File: config.mk
export PLATFORM = sky130hd
export DESIGN_NAME = l2tp_control_sequencer_core
export DESIGN_NICKNAME = d
export VERILOG_FILES = /design/src/rtl/core/l2tpcs_pkg.sv /design/src/rtl/core/l2tp_control_sequencer_core.sv /design/src/rtl/core/l2tpcs_update.sv
export SDC_FILE = /design/constraint.sdc
export NUM_CORES = 1
export LEC_CHECK = 0
export BUFFER_PORTS_ARGS = -buffer_cell sky130_fd_sc_hd__buf_2
export CORE_MARGIN = 8
export CORE_UTILIZATION = 35
export CTS_CLUSTER_DIAMETER = 150
export CTS_CLUSTER_SIZE = 24
export DETAILED_ROUTE_END_ITERATION = 10
export PLACE_DENSITY = 0.47
export SYNTH_ARGS = -nofsm -noshare
export SYNTH_HDL_FRONTEND = slang
export SYNTH_SLANG_ARGS = --single-unit
File: constraint.sdc
create_clock -name clk -period 10.6 [get_ports clk]
set_input_delay 2.12 -clock clk [delete_from_list [all_inputs] [get_ports clk]]
set_output_delay 2.12 -clock clk [all_outputs]
set_load 0.02 [all_outputs]
File: src/rtl/core/l2tpcs_pkg.sv
`timescale 1ns / 1ps

package l2tpcs_pkg;

  typedef enum logic [1:0] {
    OP_RX_CTRL = 2'd0,
    OP_RX_DATA = 2'd1,
    OP_TICK    = 2'd2,
    OP_SEND    = 2'd3
  } op_t;

  typedef enum logic [2:0] {
    KIND_INORDER = 3'd0,
    KIND_DUP     = 3'd1,
    KIND_OOO     = 3'd2,
    KIND_DATA    = 3'd3,
    KIND_ZLB     = 3'd4,
    KIND_NONE    = 3'd5
  } kind_t;

  typedef enum logic [1:0] {
    TS_WAIT = 2'd0,
    TS_EST  = 2'd1,
    TS_TERM = 2'd2
  } tun_state_t;

  localparam logic [3:0]  MSG_SCCCN        = 4'd3;
  localparam logic [3:0]  MSG_STOPCCN      = 4'd4;
  localparam logic [14:0] SEND_WINDOW_RST  = 15'd4;

  typedef struct packed {
    op_t         op;
    logic [3:0]  msg_type;
    logic [15:0] rx_ns;
    logic [15:0] rx_nr;
  } item_t;

  typedef struct packed {
    logic [15:0] expected_ns;
    logic [15:0] next_send_ns;
    logic [15:0] peer_ack;
    logic        ack_pending;
    tun_state_t  tun_state;
  } chan_state_t;

  typedef struct packed {
    kind_t       kind;
    logic [15:0] seq_ns;
    logic [15:0] seq_nr;
    tun_state_t  tunnel_state;
    logic        window_open;
    logic [31:0] stat_count;
  } result_t;

  // Serial number arithmetic: a lies below b when b - a is in 1..32767.
  function automatic logic seq_below(input logic [15:0] a, input logic [15:0] b);
    logic [15:0] d;
    d = b - a;
    return (d != 16'd0) && !d[15];
  endfunction

endpackage

File: src/rtl/core/l2tp_control_sequencer_core.sv
`timescale 1ns / 1ps

// Sequence window of the control channel of one L2TPv2 tunnel.
// Request channel (req_valid / req_stall) carries one operation per beat:
// receive control, receive data, tick or send request, with msg_type,
// rx_ns and rx_nr. Response channel (rsp_valid / rsp_stall) returns exactly
// one beat per request: the class, the assigned or ZLB Ns, the expected Nr,
// the tunnel state, the window flag and, for a received message, the counter
// of its class (zero otherwise). A request sits in the input register and
// is resolved against the channel state on its way into the result register,
// which holds its response. One beat per cycle is sustained in both
// directions while the receiver does not stall.
// When the receiver stalls, the result register holds its beat; the input
// register still takes one more request, and then req_stall is raised.
// Synchronous reset empties both registers, clears all sequence numbers,
// counters and the pending acknowledgement, puts the tunnel in the waiting
// state and sets the send window to 4. cfg_wr_en writes send_window at once.
module l2tp_control_sequencer_core import l2tpcs_pkg::*; (
  input  logic        clk,
  input  logic        rst,
  input  logic        cfg_wr_en,
  input  logic [14:0] cfg_wr_data,
  input  logic        req_valid,
  output logic        req_stall,
  input  logic [1:0]  op,
  input  logic [3:0]  msg_type,
  input  logic [15:0] rx_ns,
  input  logic [15:0] rx_nr,
  output logic        rsp_valid,
  input  logic        rsp_stall,
  output logic [2:0]  kind,
  output logic [15:0] seq_ns,
  output logic [15:0] seq_nr,
  output logic [1:0]  tunnel_state,
  output logic        window_open,
  output logic [31:0] stat_count
);

  logic             s1_valid;
  item_t            s1_item;
  logic             advance;
  logic [14:0]      send_window;
  chan_state_t      st;
  chan_state_t      st_next;
  logic [3:0][31:0] counters;
  logic [3:0][31:0] counters_next;
  result_t          res;
  result_t          rsp;

  assign advance   = s1_valid && (!rsp_valid || !rsp_stall);
  assign req_stall = s1_valid && !advance;

  always_ff @(posedge clk) begin
    if (rst) begin
      send_window <= SEND_WINDOW_RST;
    end else if (cfg_wr_en) begin
      send_window <= cfg_wr_data;
    end
  end

  always_ff @(posedge clk) begin
    if (rst) begin
      s1_valid <= 1'b0;
    end else if (req_valid && !req_stall) begin
      s1_valid <= 1'b1;
    end else if (advance) begin
      s1_valid <= 1'b0;
    end
  end

  always_ff @(posedge clk) begin
    if (req_valid && !req_stall) begin
      s1_item <= '{op: op_t'(op), msg_type: msg_type, rx_ns: rx_ns, rx_nr: rx_nr};
    end
  end

  l2tpcs_update u_update (
    .item          (s1_item),
    .st            (st),
    .counters      (counters),
    .send_window   (send_window),
    .st_next       (st_next),
    .counters_next (counters_next),
    .res           (res)
  );

  always_ff @(posedge clk) begin
    if (rst) begin
      st       <= '{expected_ns: 16'd0, next_send_ns: 16'd0, peer_ack: 16'd0,
                    ack_pending: 1'b0, tun_state: TS_WAIT};
      counters <= '0;
    end else if (advance) begin
      st       <= st_next;
      counters <= counters_next;
    end
  end

  always_ff @(posedge clk) begin
    if (rst) begin
      rsp_valid <= 1'b0;
    end else if (advance) begin
      rsp_valid <= 1'b1;
    end else if (!rsp_stall) begin
      rsp_valid <= 1'b0;
    end
  end

  always_ff @(posedge clk) begin
    if (advance) begin
      rsp <= res;
    end
  end

  assign kind         = 3'(rsp.kind);
  assign seq_ns       = rsp.seq_ns;
  assign seq_nr       = rsp.seq_nr;
  assign tunnel_state = 2'(rsp.tunnel_state);
  assign window_open  = rsp.window_open;
  assign stat_count   = rsp.stat_count;

  // A terminated tunnel never leaves the terminated state until reset.
  a_term_sticky: assert property (@(posedge clk) disable iff (rst)
    st.tun_state == TS_TERM |=> st.tun_state == TS_TERM)
    else $error("tunnel left the terminated state");

  // The request side stalls only while the input register holds a beat
  // that cannot move on.
  a_stall_cause: assert property (@(posedge clk) disable iff (rst)
    req_stall |-> s1_valid && rsp_valid && rsp_stall)
    else $error("request stalled without a blocked response");

  // Only a send request reports an open window.
  a_window_kind: assert property (@(posedge clk) disable iff (rst)
    rsp_valid && window_open |-> rsp.kind == KIND_NONE)
    else $error("window flag on a non-send response");

  // The next Ns to send moves only by one and only on an advancing send.
  a_ns_step: assert property (@(posedge clk) disable iff (rst)
    !(advance && s1_item.op == OP_SEND) |=> $stable(st.next_send_ns))
    else $error("next_send_ns changed without a send request");

endmodule

File: src/rtl/core/l2tpcs_update.sv
`timescale 1ns / 1ps

module l2tpcs_update import l2tpcs_pkg::*; (
  input  item_t             item,
  input  chan_state_t       st,
  input  logic [3:0][31:0]  counters,
  input  logic [14:0]       send_window,
  output chan_state_t       st_next,
  output logic [3:0][31:0]  counters_next,
  output result_t           res
);

  logic        count_en;
  logic [1:0]  cls;
  logic [15:0] limit;

  assign limit = st.peer_ack + {1'b0, send_window};

  always_comb begin
    st_next       = st;
    counters_next = counters;
    count_en      = 1'b0;
    res.kind        = KIND_NONE;
    res.seq_ns      = 16'd0;
    res.window_open = 1'b0;

    case (item.op)
      OP_RX_CTRL: begin
        count_en = 1'b1;
        if (seq_below(st.peer_ack, item.rx_nr)) begin
          st_next.peer_ack = item.rx_nr;
        end
        if (item.rx_ns == st.expected_ns) begin
          res.kind            = KIND_INORDER;
          st_next.expected_ns = item.rx_ns + 16'd1;
          st_next.ack_pending = 1'b1;
          // A terminated tunnel keeps its state whatever arrives.
          if (st.tun_state != TS_TERM) begin
            if (item.msg_type == MSG_SCCCN && st.tun_state == TS_WAIT) begin
              st_next.tun_state = TS_EST;
            end else if (item.msg_type == MSG_STOPCCN) begin
              st_next.tun_state = TS_TERM;
            end
          end
        end else if (seq_below(item.rx_ns, st.expected_ns)) begin
          res.kind            = KIND_DUP;
          st_next.ack_pending = 1'b1;
        end else begin
          res.kind = KIND_OOO;
        end
      end
      OP_RX_DATA: begin
        count_en = 1'b1;
        res.kind = KIND_DATA;
      end
      OP_TICK: begin
        if (st.ack_pending) begin
          res.kind            = KIND_ZLB;
          res.seq_ns          = st.next_send_ns;
          st_next.ack_pending = 1'b0;
        end
      end
      default: begin
        // The ZLB above reuses next_send_ns; only a send request consumes it.
        res.seq_ns           = st.next_send_ns;
        st_next.next_send_ns = st.next_send_ns + 16'd1;
        res.window_open      = seq_below(st.next_send_ns, limit);
      end
    endcase

    cls = 2'(res.kind);
    res.stat_count = 32'd0;
    if (count_en) begin
      counters_next[cls] = counters[cls] + 32'd1;
      res.stat_count     = counters_next[cls];
    end

    res.seq_nr       = st_next.expected_ns;
    res.tunnel_state = st_next.tun_state;
  end

endmodule
---- Word level (Yosys, flattened, before mapping) ----
Cells that the tools add are included.
word-level totals
  bits in registers ....................... 304
  bits of input ports ..................... 58
  output and inout port bits .............. 72
  word-level logic and storage cells ...... 96
operators by class
  add/subtract/negate cells ............... 7
  $lt $le $gt $ge ......................... 2
  equal/unequal tests ..................... 8
  mux-type cells .......................... 27
  bitwise logic cells ..................... 1
  reductions and logical operators ........ 29
operator list
  operator                                             count
  binary-select mux 32 bit (select 2 bit)              2
  bitwise mux 128 bit                                  1
  2-to-1 mux 32 bit                                    3
  demux 32 bit (select 2 bit)                          1
  nonzero test 16 bit                                  3
  subtractor 16 bit                                    3
  adder 16 x 1 -> 16 bit, second input constant        2
  adder 32 x 1 -> 32 bit, second input constant        1
  2-to-1 mux 16 bit                                    2
  case mux 16 bit (2 select lines)                     1
  2-to-1 mux 17 bit                                    1
  adder 16 x 15 -> 16 bit                              1
  equality test 16 bit                                 1
  2-to-1 mux 2 bit                                     7
  case mux 3 bit (3 select lines)                      1
  logical AND 1 bit                                    8
  zero test 1 bit                                      7
  2-to-1 mux 1 bit                                     7
  AND reduction 3 bit                                  2
  equality test 4 x 2 -> 1 bit, second input constant  1
  equality test 4 x 3 -> 1 bit, second input constant  1
  zero test 2 bit                                      2
  AND reduction 2 bit                                  2
  nonzero test 2 bit                                   2
  other kinds (12)                                     12

---- Depth between registers and ports, before layout ----
Gate-level depths: netlist of the first run.
  word-level depth ........................ 13
  depth in mapped cells ................... 21
  gate-level depth less buffers ........... 18

---- Modules after synthesis ----
A second synthesis of the first run with hierarchy kept.
second synthesis, totals
  cell total of the unflattened synthesis .. 2,205
  area total of the unflattened synthesis .. 19,362.3 sq um
modules (own cells, without submodules)
  module                       instances  cells each  area each (sq um)  sequential area each (sq um)
  l2tp_control_sequencer_core  1          943         11,831.3           7,166.9
  l2tpcs_update                1          1,262       7,531.0            0.0

---- Least setup slack after synthesis of the first run ----
OpenSTA, ideal clock, no wires.
  kind .................................... reg-to-reg
  from .................................... register s1_item[16] (netlist bit)
  to ...................................... register counters[24] (netlist bit)
  setup time .............................. 0.091 ns
  arrival time ............................ 5.440 ns
  data required time ...................... 10.509 ns
  setup slack ............................. 5.069 ns
  cell stages (with the launch flop) ...... 18
  buffers on the path ..................... 0
  period minus slack after synthesis ...... 5.531 ns
  cells stage by stage .................... edfxtp_1 > ha_1 > inv_1 > fa_1 > a211oi_2 > o21ai_1 > a2111oi_4 > o32ai_1 > or4_4 > nor4b_4 > nor3_1 > nor4_4 > ha_1 > o2111ai_1 > or4_1 > or4_1 > or4_4 > a311oi_1
on the way
  word-level cells in the longest chain between the ends .. 11
  elaborated cells on any way between the ends .. 17
  those cells by class .................... 2 x add/sub; 2 x order compare; 1 x eq/ne; 8 x mux; 4 x reduce/logical
RTL lines
  item                                                                            RTL line                           source
  from (decl)                                                                     l2tp_control_sequencer_core.sv:40  item_t s1_item;
  from (signal assigned)                                                          l2tp_control_sequencer_core.sv:73  s1_item <= '{op: op_t'(op), msg_type: msg_type, rx_ns: rx_ns, rx_nr: rx_nr};
  subtractor 16 bit                                                               l2tpcs_pkg.sv:58                   d = b - a;
  nonzero test 16 bit or zero test 1 bit (tied branches)                          l2tpcs_pkg.sv:59                   return (d != 16'd0) && !d[15];
  logical AND 1 bit                                                               l2tpcs_pkg.sv:59
  2-to-1 mux 2 bit                                                                l2tpcs_update.sv:45                end else if (seq_below(item.rx_ns, st.expected_ns)) begin
  2-to-1 mux 2 bit (*)                                                            l2tpcs_update.sv:33                if (item.rx_ns == st.expected_ns) begin
  case mux 3 bit (3 select lines) (*)                                             l2tpcs_update.sv:27                case (item.op)
  parallel branches: the longest is 4 deep, another holds adder 32 x 1 -> 32 bit  n/a
  bitwise mux 128 bit (*)                                                         l2tpcs_update.sv:74                counters_next[cls] = counters[cls] + 32'd1;
  to (signal assigned)                                                            l2tp_control_sequencer_core.sv:94  counters <= counters_next;
  to (decl)                                                                       l2tp_control_sequencer_core.sv:45  logic [3:0][31:0] counters;
Every way passes the cells marked *. The select of a mux whose other input is x is not followed.
A chain may end at the register's enable or synchronous reset.

---- Worst setup path in the final report of the first run ----
Same ends and word-level chain as after synthesis.

==> flow_summary.yaml, run 1 <==
outcome:
  status: "finished clean"
synth:
  synth_cells: 1718
  ys_seq_area_share_pct: 44.7
  synth_edf_count: 108
  yosys_warnings: 0
  yosysUniqueCellTypes: 93
  ys_ff_latch: 304
  synth_top_area_cell: "dfxtp_1"
  syn_area_per_cell_sq_um: 9.32
  synth-async-reset-ratio_pct: 0
  synth_ff_type: "dfxtp_1"
  synth_area_sq_um: 16000
  yosys-top-cells-area: "dfxtp_1, edfxtp_1, nor2_1"
  synth_top_area_share_pct: 24.5
  syn_nets: 1842
route:
  vias: 13000
  firstDrtPassIters: 5
  wl_um: 46700
  drt_iter0_drc: 770
  wire_per_inst_um: 19.4
  viasPerCell: 5.40
  drcViolationCount: 0
  final_antenna_net_count: 0
place:
  place_inst: 2374
  io_buffers: 129
  place_area_sq_um: 17200
  gp_congestion: 0.863
  dpl.hpwl_um: 32600
  place_ws_ns: 4.02
timing:
  finalSetupViolCount: 0
  fin_tns_setup_ns: 0
  tightest_slew_ns: 1.11
  period_share_pct: 62.5
  timing.final.ws_setup_ns: 3.97
  rsz0062_at_grt: "false"
  max_freq_ghz: 0.151
  hold_violations: 0
  fin_crit_ns: 6.63
  skew_ns: 0.0385
  max_slew_margin_pct: 25.9
  timing.hold.ws_ns: 0.466
  slew_viol_final: 0
clocking:
  cts_root_buffer: "clkbuf_16"
  clock_latency_ns: 0.54
  tritoncts: "yes"
  clock_path_buffers: 3
  cts_resized: 0
  htree_levels: 1
  cts_num_sinks: 304
  cts_buffers: 16
  clkTransAtPathRegs_ns: 0.10
  cts_hold_buf: 0
  cts_setup_buffers: 0
final_layout:
  finalInstanceArea_sq_um: 17700
  nNetsFinal: 1916
  final_cells: 2401
  n_antenna_cell: 0
  regArea_sq_um: 7170
  fillerInstances: 4638
  area_growth_pct: 10.5
  drive_gt1_share_pct: 12.7
  multi_input_area_sq_um: 8140
worst_setup_path:
  r2r-end: "counters[24]"
  worstPathMaxFanout: 12
  r2r_cells: 17
  required_ns: 11.05
  cp.arrival_ns: 7.08
  path_cells: "ha_1 -> inv_1 -> fa_1 -> a211oi_2 -> o21ai_1 -> a2111oi_4 -> o32ai_1 -> or4_4 -> nor4b_4 -> nor3_1 -> nor4_4 -> ha_1 -> o2111ai_1 -> or4_1 -> or4_1 -> or4_4 -> a311oi_1"
  worst_path_max_delay_cell: "or4_1"
  cp-start-kind: "register"
  rrSetupSlack_ns: 3.97
  reg2reg_from: "s1_item[16]"
  cp-end-kind: "register"
  slowest_delay_ns: 0.85
  critPathKind: "register to register"
floorplan:
  die_area_sq_um: 52900
  die_w_um: 230
  start_util_pct: 35.4
  rows: 78
  dieHeight_um: 230
  coreArea_sq_um: 45300
  io_pins: 130
grt:
  overflow: 0
  grt_pass1_vias: 12900
  track_usage_pct: 17.1
  grt_max_degree: 75
  antenna_found_initial: 1
  grt_pass1_wl_um: 73700
min_path:
  hold_depth: 2
  timing.hold.worst.class: "register to register"
  holdPathEnd: "counters[97]"
  min_from: "counters[97]"
pwr:
  powerDensity_nw_per_um2: 130
  ir_worst_vdd_v: 0.000107
  power.leakage_nw: 6.30
run:
  drv_cap: 0
report_power, final:
part	internal (W)	leakage, nW	total, W	switching [W]
sequential	0.00124	2.59	0.00126	0.0000191
combinational	0.000121	3.48	0.000336	0.000215
clock	0.000304	0.225	0.000708	0.000404
synthesized netlist by cell type (21+ instances only):
cell      count
a211oi_1     73
a21oi_1      87
a31oi_1      21
and2_1       28
clkbuf_1     73
dfxtp_1     196
edfxtp_1    108
ha_1         49
inv_1        95
mux2i_1      36
nand2_1     137
nand3_1      39
nand4_1      21
nor2_1      215
nor3_1       47
o21ai_0      86
xnor2_1      43
xor2_1       26
kinds of logic (layout without fill, tap and decap cells):
kind of cell             after synthesis  after routing  share of synthesized area (%)
buffers and inverters                190            273                           4.67
AND/OR/NAND/NOR                      602            602                           18.6
flip-flops                           304            304                           44.7
XOR/XNOR                              69             69                           3.77
adder cells (fa/ha/maj)               66             66                           5.95
multiplexers                          38             38                           2.39
AO/OA/AOI/OAI                        449            449                           19.9
layout make-up:
class	count	area share, %
clock buffer	26	2.59
clock inverter	1	0.0495
inverter	96	2.05
multi-input combinational	1224	46.0
sequential	304	40.5
tap	600	4.24
timing repair buffer	150	4.55
placed cells by master, fill, tap and decap left out, types with 49 or more instances in the layout:
cell type    n
ha_1        49
edfxtp_1   108
inv_1       94
dfxtp_1    196
buf_2      128
nand2_1    137
nor2_1     214
a211oi_1    73
a21oi_1     87
o21ai_0     86
sequential cells by signal (all words and copies together), names as in the netlist:
| register | count |
|---|---|
| window_open | 1 |
| s1_item | 38 |
| stat_count | 32 |
| rsp_valid | 1 |
| send_window | 15 |
| st | 51 |
| seq_ns | 16 |
| tunnel_state | 2 |
| kind | 3 |
| s1_valid | 1 |
| seq_nr | 16 |
| counters | 128 |
worst max-delay path: cells and delay by family (launching register included):
kind            cells  cell delay (ns)
fa+ha+maj           3             0.93
simple gates        7             3.67
flops               1             0.43
compound gates      6             1.46
buf+inv             1             0.06
through the flow:
stage	total power [W]	util [%]
6_report	0.00231	39.1
5_1_grt	0.00242	39.1
4_1_cts	0.00235	39.1
3_5_place_dp	0.00163	38.0
3_3_place_gp	0.00163	38.0
2_1_floorplan	0.00153	-
how the worst max path moves through the flow:
stage / startpoint / endpoint / slack, ns / cells past startpoint
after floorplan: s1_item[16] / counters[24] / 5.07 / 17
after global placement: s1_item[16] / counters[24] / 4.20 / 17
after detailed placement: s1_item[16] / counters[24] / 4.02 / 17
after CTS: s1_item[16] / counters[24] / 4.01 / 17
after global routing: s1_item[16] / counters[24] / 3.62 / 17
final: s1_item[16] / counters[24] / 3.97 / 17
layer usage:
layer,global-route usage [%],wire (um),vias to the layer above
met4,4.49,1060,2
met1,23.0,22200,6219
met3,2.59,1900,60
met2,28.3,21500,266
met5,0,10,-
li1,-,-,6424
No activity file was read; power rests on OpenSTA's default activity.
==> run 2: changes to the inputs <==
clock period = 6.77 ns   (was 10.6 ns; I/O delays follow)
==> run 2 against run 1 <==
- non-clock buffer count is 6 higher
- hold slack worse by 0.00054 ns
- clock power is 57% higher
- critical endpoint unchanged
- largest power group unchanged
- highest routed layer unchanged
==> flow_summary.yaml, run 2 (synthesis gave the netlist of run 1 again) <==
outcome:
  status: "finished clean"
place:
  gp_congestion: 0.870
  place_area_sq_um: 17300
  io_buffers: 129
  dpl.hpwl_um: 33500
worst_setup_path:
  worst_path_max_delay_cell: "or4_1"
  reg2reg_from: "s1_item[16]"
  r2r-end: "counters[24]"
  required_ns: 7.20
  path_cells: "ha_1 -> inv_1 -> fa_1 -> a211oi_2 -> o21ai_1 -> a2111oi_4 -> o32ai_1 -> nor4_1 -> nand4_2 -> a31oi_4 -> o221a_2 -> ha_1 -> o2111ai_1 -> or4_1 -> or4_1 -> or4_4 -> a311oi_1"
  worstPathMaxFanout: 10
  rrSetupSlack_ns: 0.56
  crit_start: "s1_item[16]"
  cp-end-kind: "register"
  cp_top_family: "simple AND/OR/NAND/NOR gates"
  critPathBufInv: 1
  slowest_delay_ns: 0.67
  cp.arrival_ns: 6.64
  critPathKind: "register to register"
  r2r_cells: 17
  cp-start-kind: "register"
route:
  firstDrtPassIters: 5
  final_antenna_net_count: 0
  viasPerCell: 5.44
  drcViolationCount: 0
  vias: 13100
  drt_iter0_drc: 771
  wl_um: 47100
  wire_per_inst_um: 19.6
pwr:
  power.total_w: 0.00361
  ir_worst_vdd_v: 0.000202
  seqPwrFrac_pct: 54.8
  powerDensity_nw_per_um2: 204
  combPwrFrac_pct: 14.6
  p_sw_share_pct: 27.5
  pwr-share-clk_pct: 30.6
  power.leakage_nw: 6.33
  intPower_w: 0.00262
  power_switching_w: 0.000995
min_path:
  hold_depth: 2
  timing.hold.worst.class: "register to register"
  holdPathEnd: "counters[65]"
  min_from: "counters[65]"
final_layout:
  regArea_sq_um: 7170
  fillerInstances: 4617
  layout_commonest_cell: "nor2_1"
  multi_input_area_sq_um: 8140
  finalInstanceArea_sq_um: 17700
  nNetsFinal: 1922
  n_antenna_cell: 0
  largest_register_ffs: 128
  regMostFlops: "counters"
  top_regs: "counters (128), st (51), s1_item (38)"
  final_cell_mix: "nor2_1, dfxtp_1, nand2_1, buf_2, edfxtp_1"
  drive_gt1_share_pct: 12.9
  area_growth_pct: 10.8
timing:
  fin_tns_setup_ns: 0
  max_freq_ghz: 0.161
  finalSetupViolCount: 0
  max_slew_margin_pct: 24.3
  period_share_pct: 91.7
  fin_crit_ns: 6.21
  hold_violations: 0
  rsz0062_at_grt: "false"
  tightest_slew_ns: 1.13
  skew_ns: 0.0243
  slew_viol_final: 0
clocking:
  htree_levels: 1
  clock_path_buffers: 3
  cts_num_sinks: 304
  tritoncts: "yes"
  clock_latency_ns: 0.53
  clkTransAtPathRegs_ns: 0.10
  cts_setup_buffers: 0
  cts_hold_buf: 0
  cts_buffers: 16
  cts_resized: 0
  cts_root_buffer: "clkbuf_16"
floorplan:
  start_util_pct: 35.4
  die_area_sq_um: 52900
  coreArea_sq_um: 45300
  die_w_um: 230
  dieHeight_um: 230
  rows: 78
  io_pins: 130
grt:
  grt_pass1_vias: 13100
  grt_max_degree: 62
  grt_pass1_wl_um: 75000
  track_usage_pct: 17.4
  antenna_found_initial: 1
  overflow: 0
run:
  drv_cap: 0
-- run 2: power groups by stage --
stage | Combinational [W] | Clock [W] | Sequential, W
finish | 0.000527 | 0.00111 | 0.00198
global route | 0.000588 | 0.00121 | 0.00199
floorplan | 0.000347 | 0 | 0.00204
global placement | 0.000529 | 0 | 0.00202
CTS | 0.000534 | 0.00116 | 0.00198
detailed placement | 0.000531 | 0 | 0.00202
-- run 2: worst max-delay path by stage --
stage                    to  slack (ns)  cells past startpoint
5_1_grt        counters[88]        0.17                     17
6_report       counters[24]        0.56                     17
3_5_place_dp   counters[24]        0.65                     17
3_3_place_gp   counters[24]        0.78                     17
2_1_floorplan  counters[24]        1.24                     17
4_1_cts        counters[24]        0.60                     17
-- run 2: metrics by stage --
stage          instances  hold WS [ns]  utilization, %  worst slack, ns
2_1_floorplan       1718         0.432               -             1.24
3_3_place_gp        2380         0.448            38.1            0.783
3_5_place_dp        2380         0.451            38.1            0.651
4_1_cts             2408         0.466            39.2            0.601
5_1_grt             2408         0.492            39.2            0.168
6_report            2408         0.465            39.2            0.564
-- run 2: layout make-up --
cell class | count | share of cell area [%]
clock buffer | 27 | 2.61
clock inverter | 1 | 0.0494
inverter | 96 | 2.04
multi-input combinational | 1224 | 45.9
sequential | 304 | 40.4
tap | 600 | 4.23
timing repair buffer | 156 | 4.79
-- run 2: per-layer routing --
metal | GRT usage (%) | vias up | wire length [um]
li1 | - | 6432 | -
met1 | 23.5 | 6345 | 22200
met2 | 29.3 | 266 | 22100
met3 | 2.28 | 52 | 1760
met4 | 3.98 | 2 | 986
met5 | 0 | - | 10
-- run 2: worst reg2reg max path: stages (launching register included) --
cell and delay (ns):
edfxtp_1 0.43, ha_1 0.22, inv_1 0.06, fa_1 0.43, a211oi_2 0.38, o21ai_1 0.20
a2111oi_4 0.33, o32ai_1 0.14, nor4_1 0.50, nand4_2 0.31, a31oi_4 0.45, o221a_2 0.32
ha_1 0.20, o2111ai_1 0.13, or4_1 0.67, or4_1 0.61, or4_4 0.47, a311oi_1 0.28
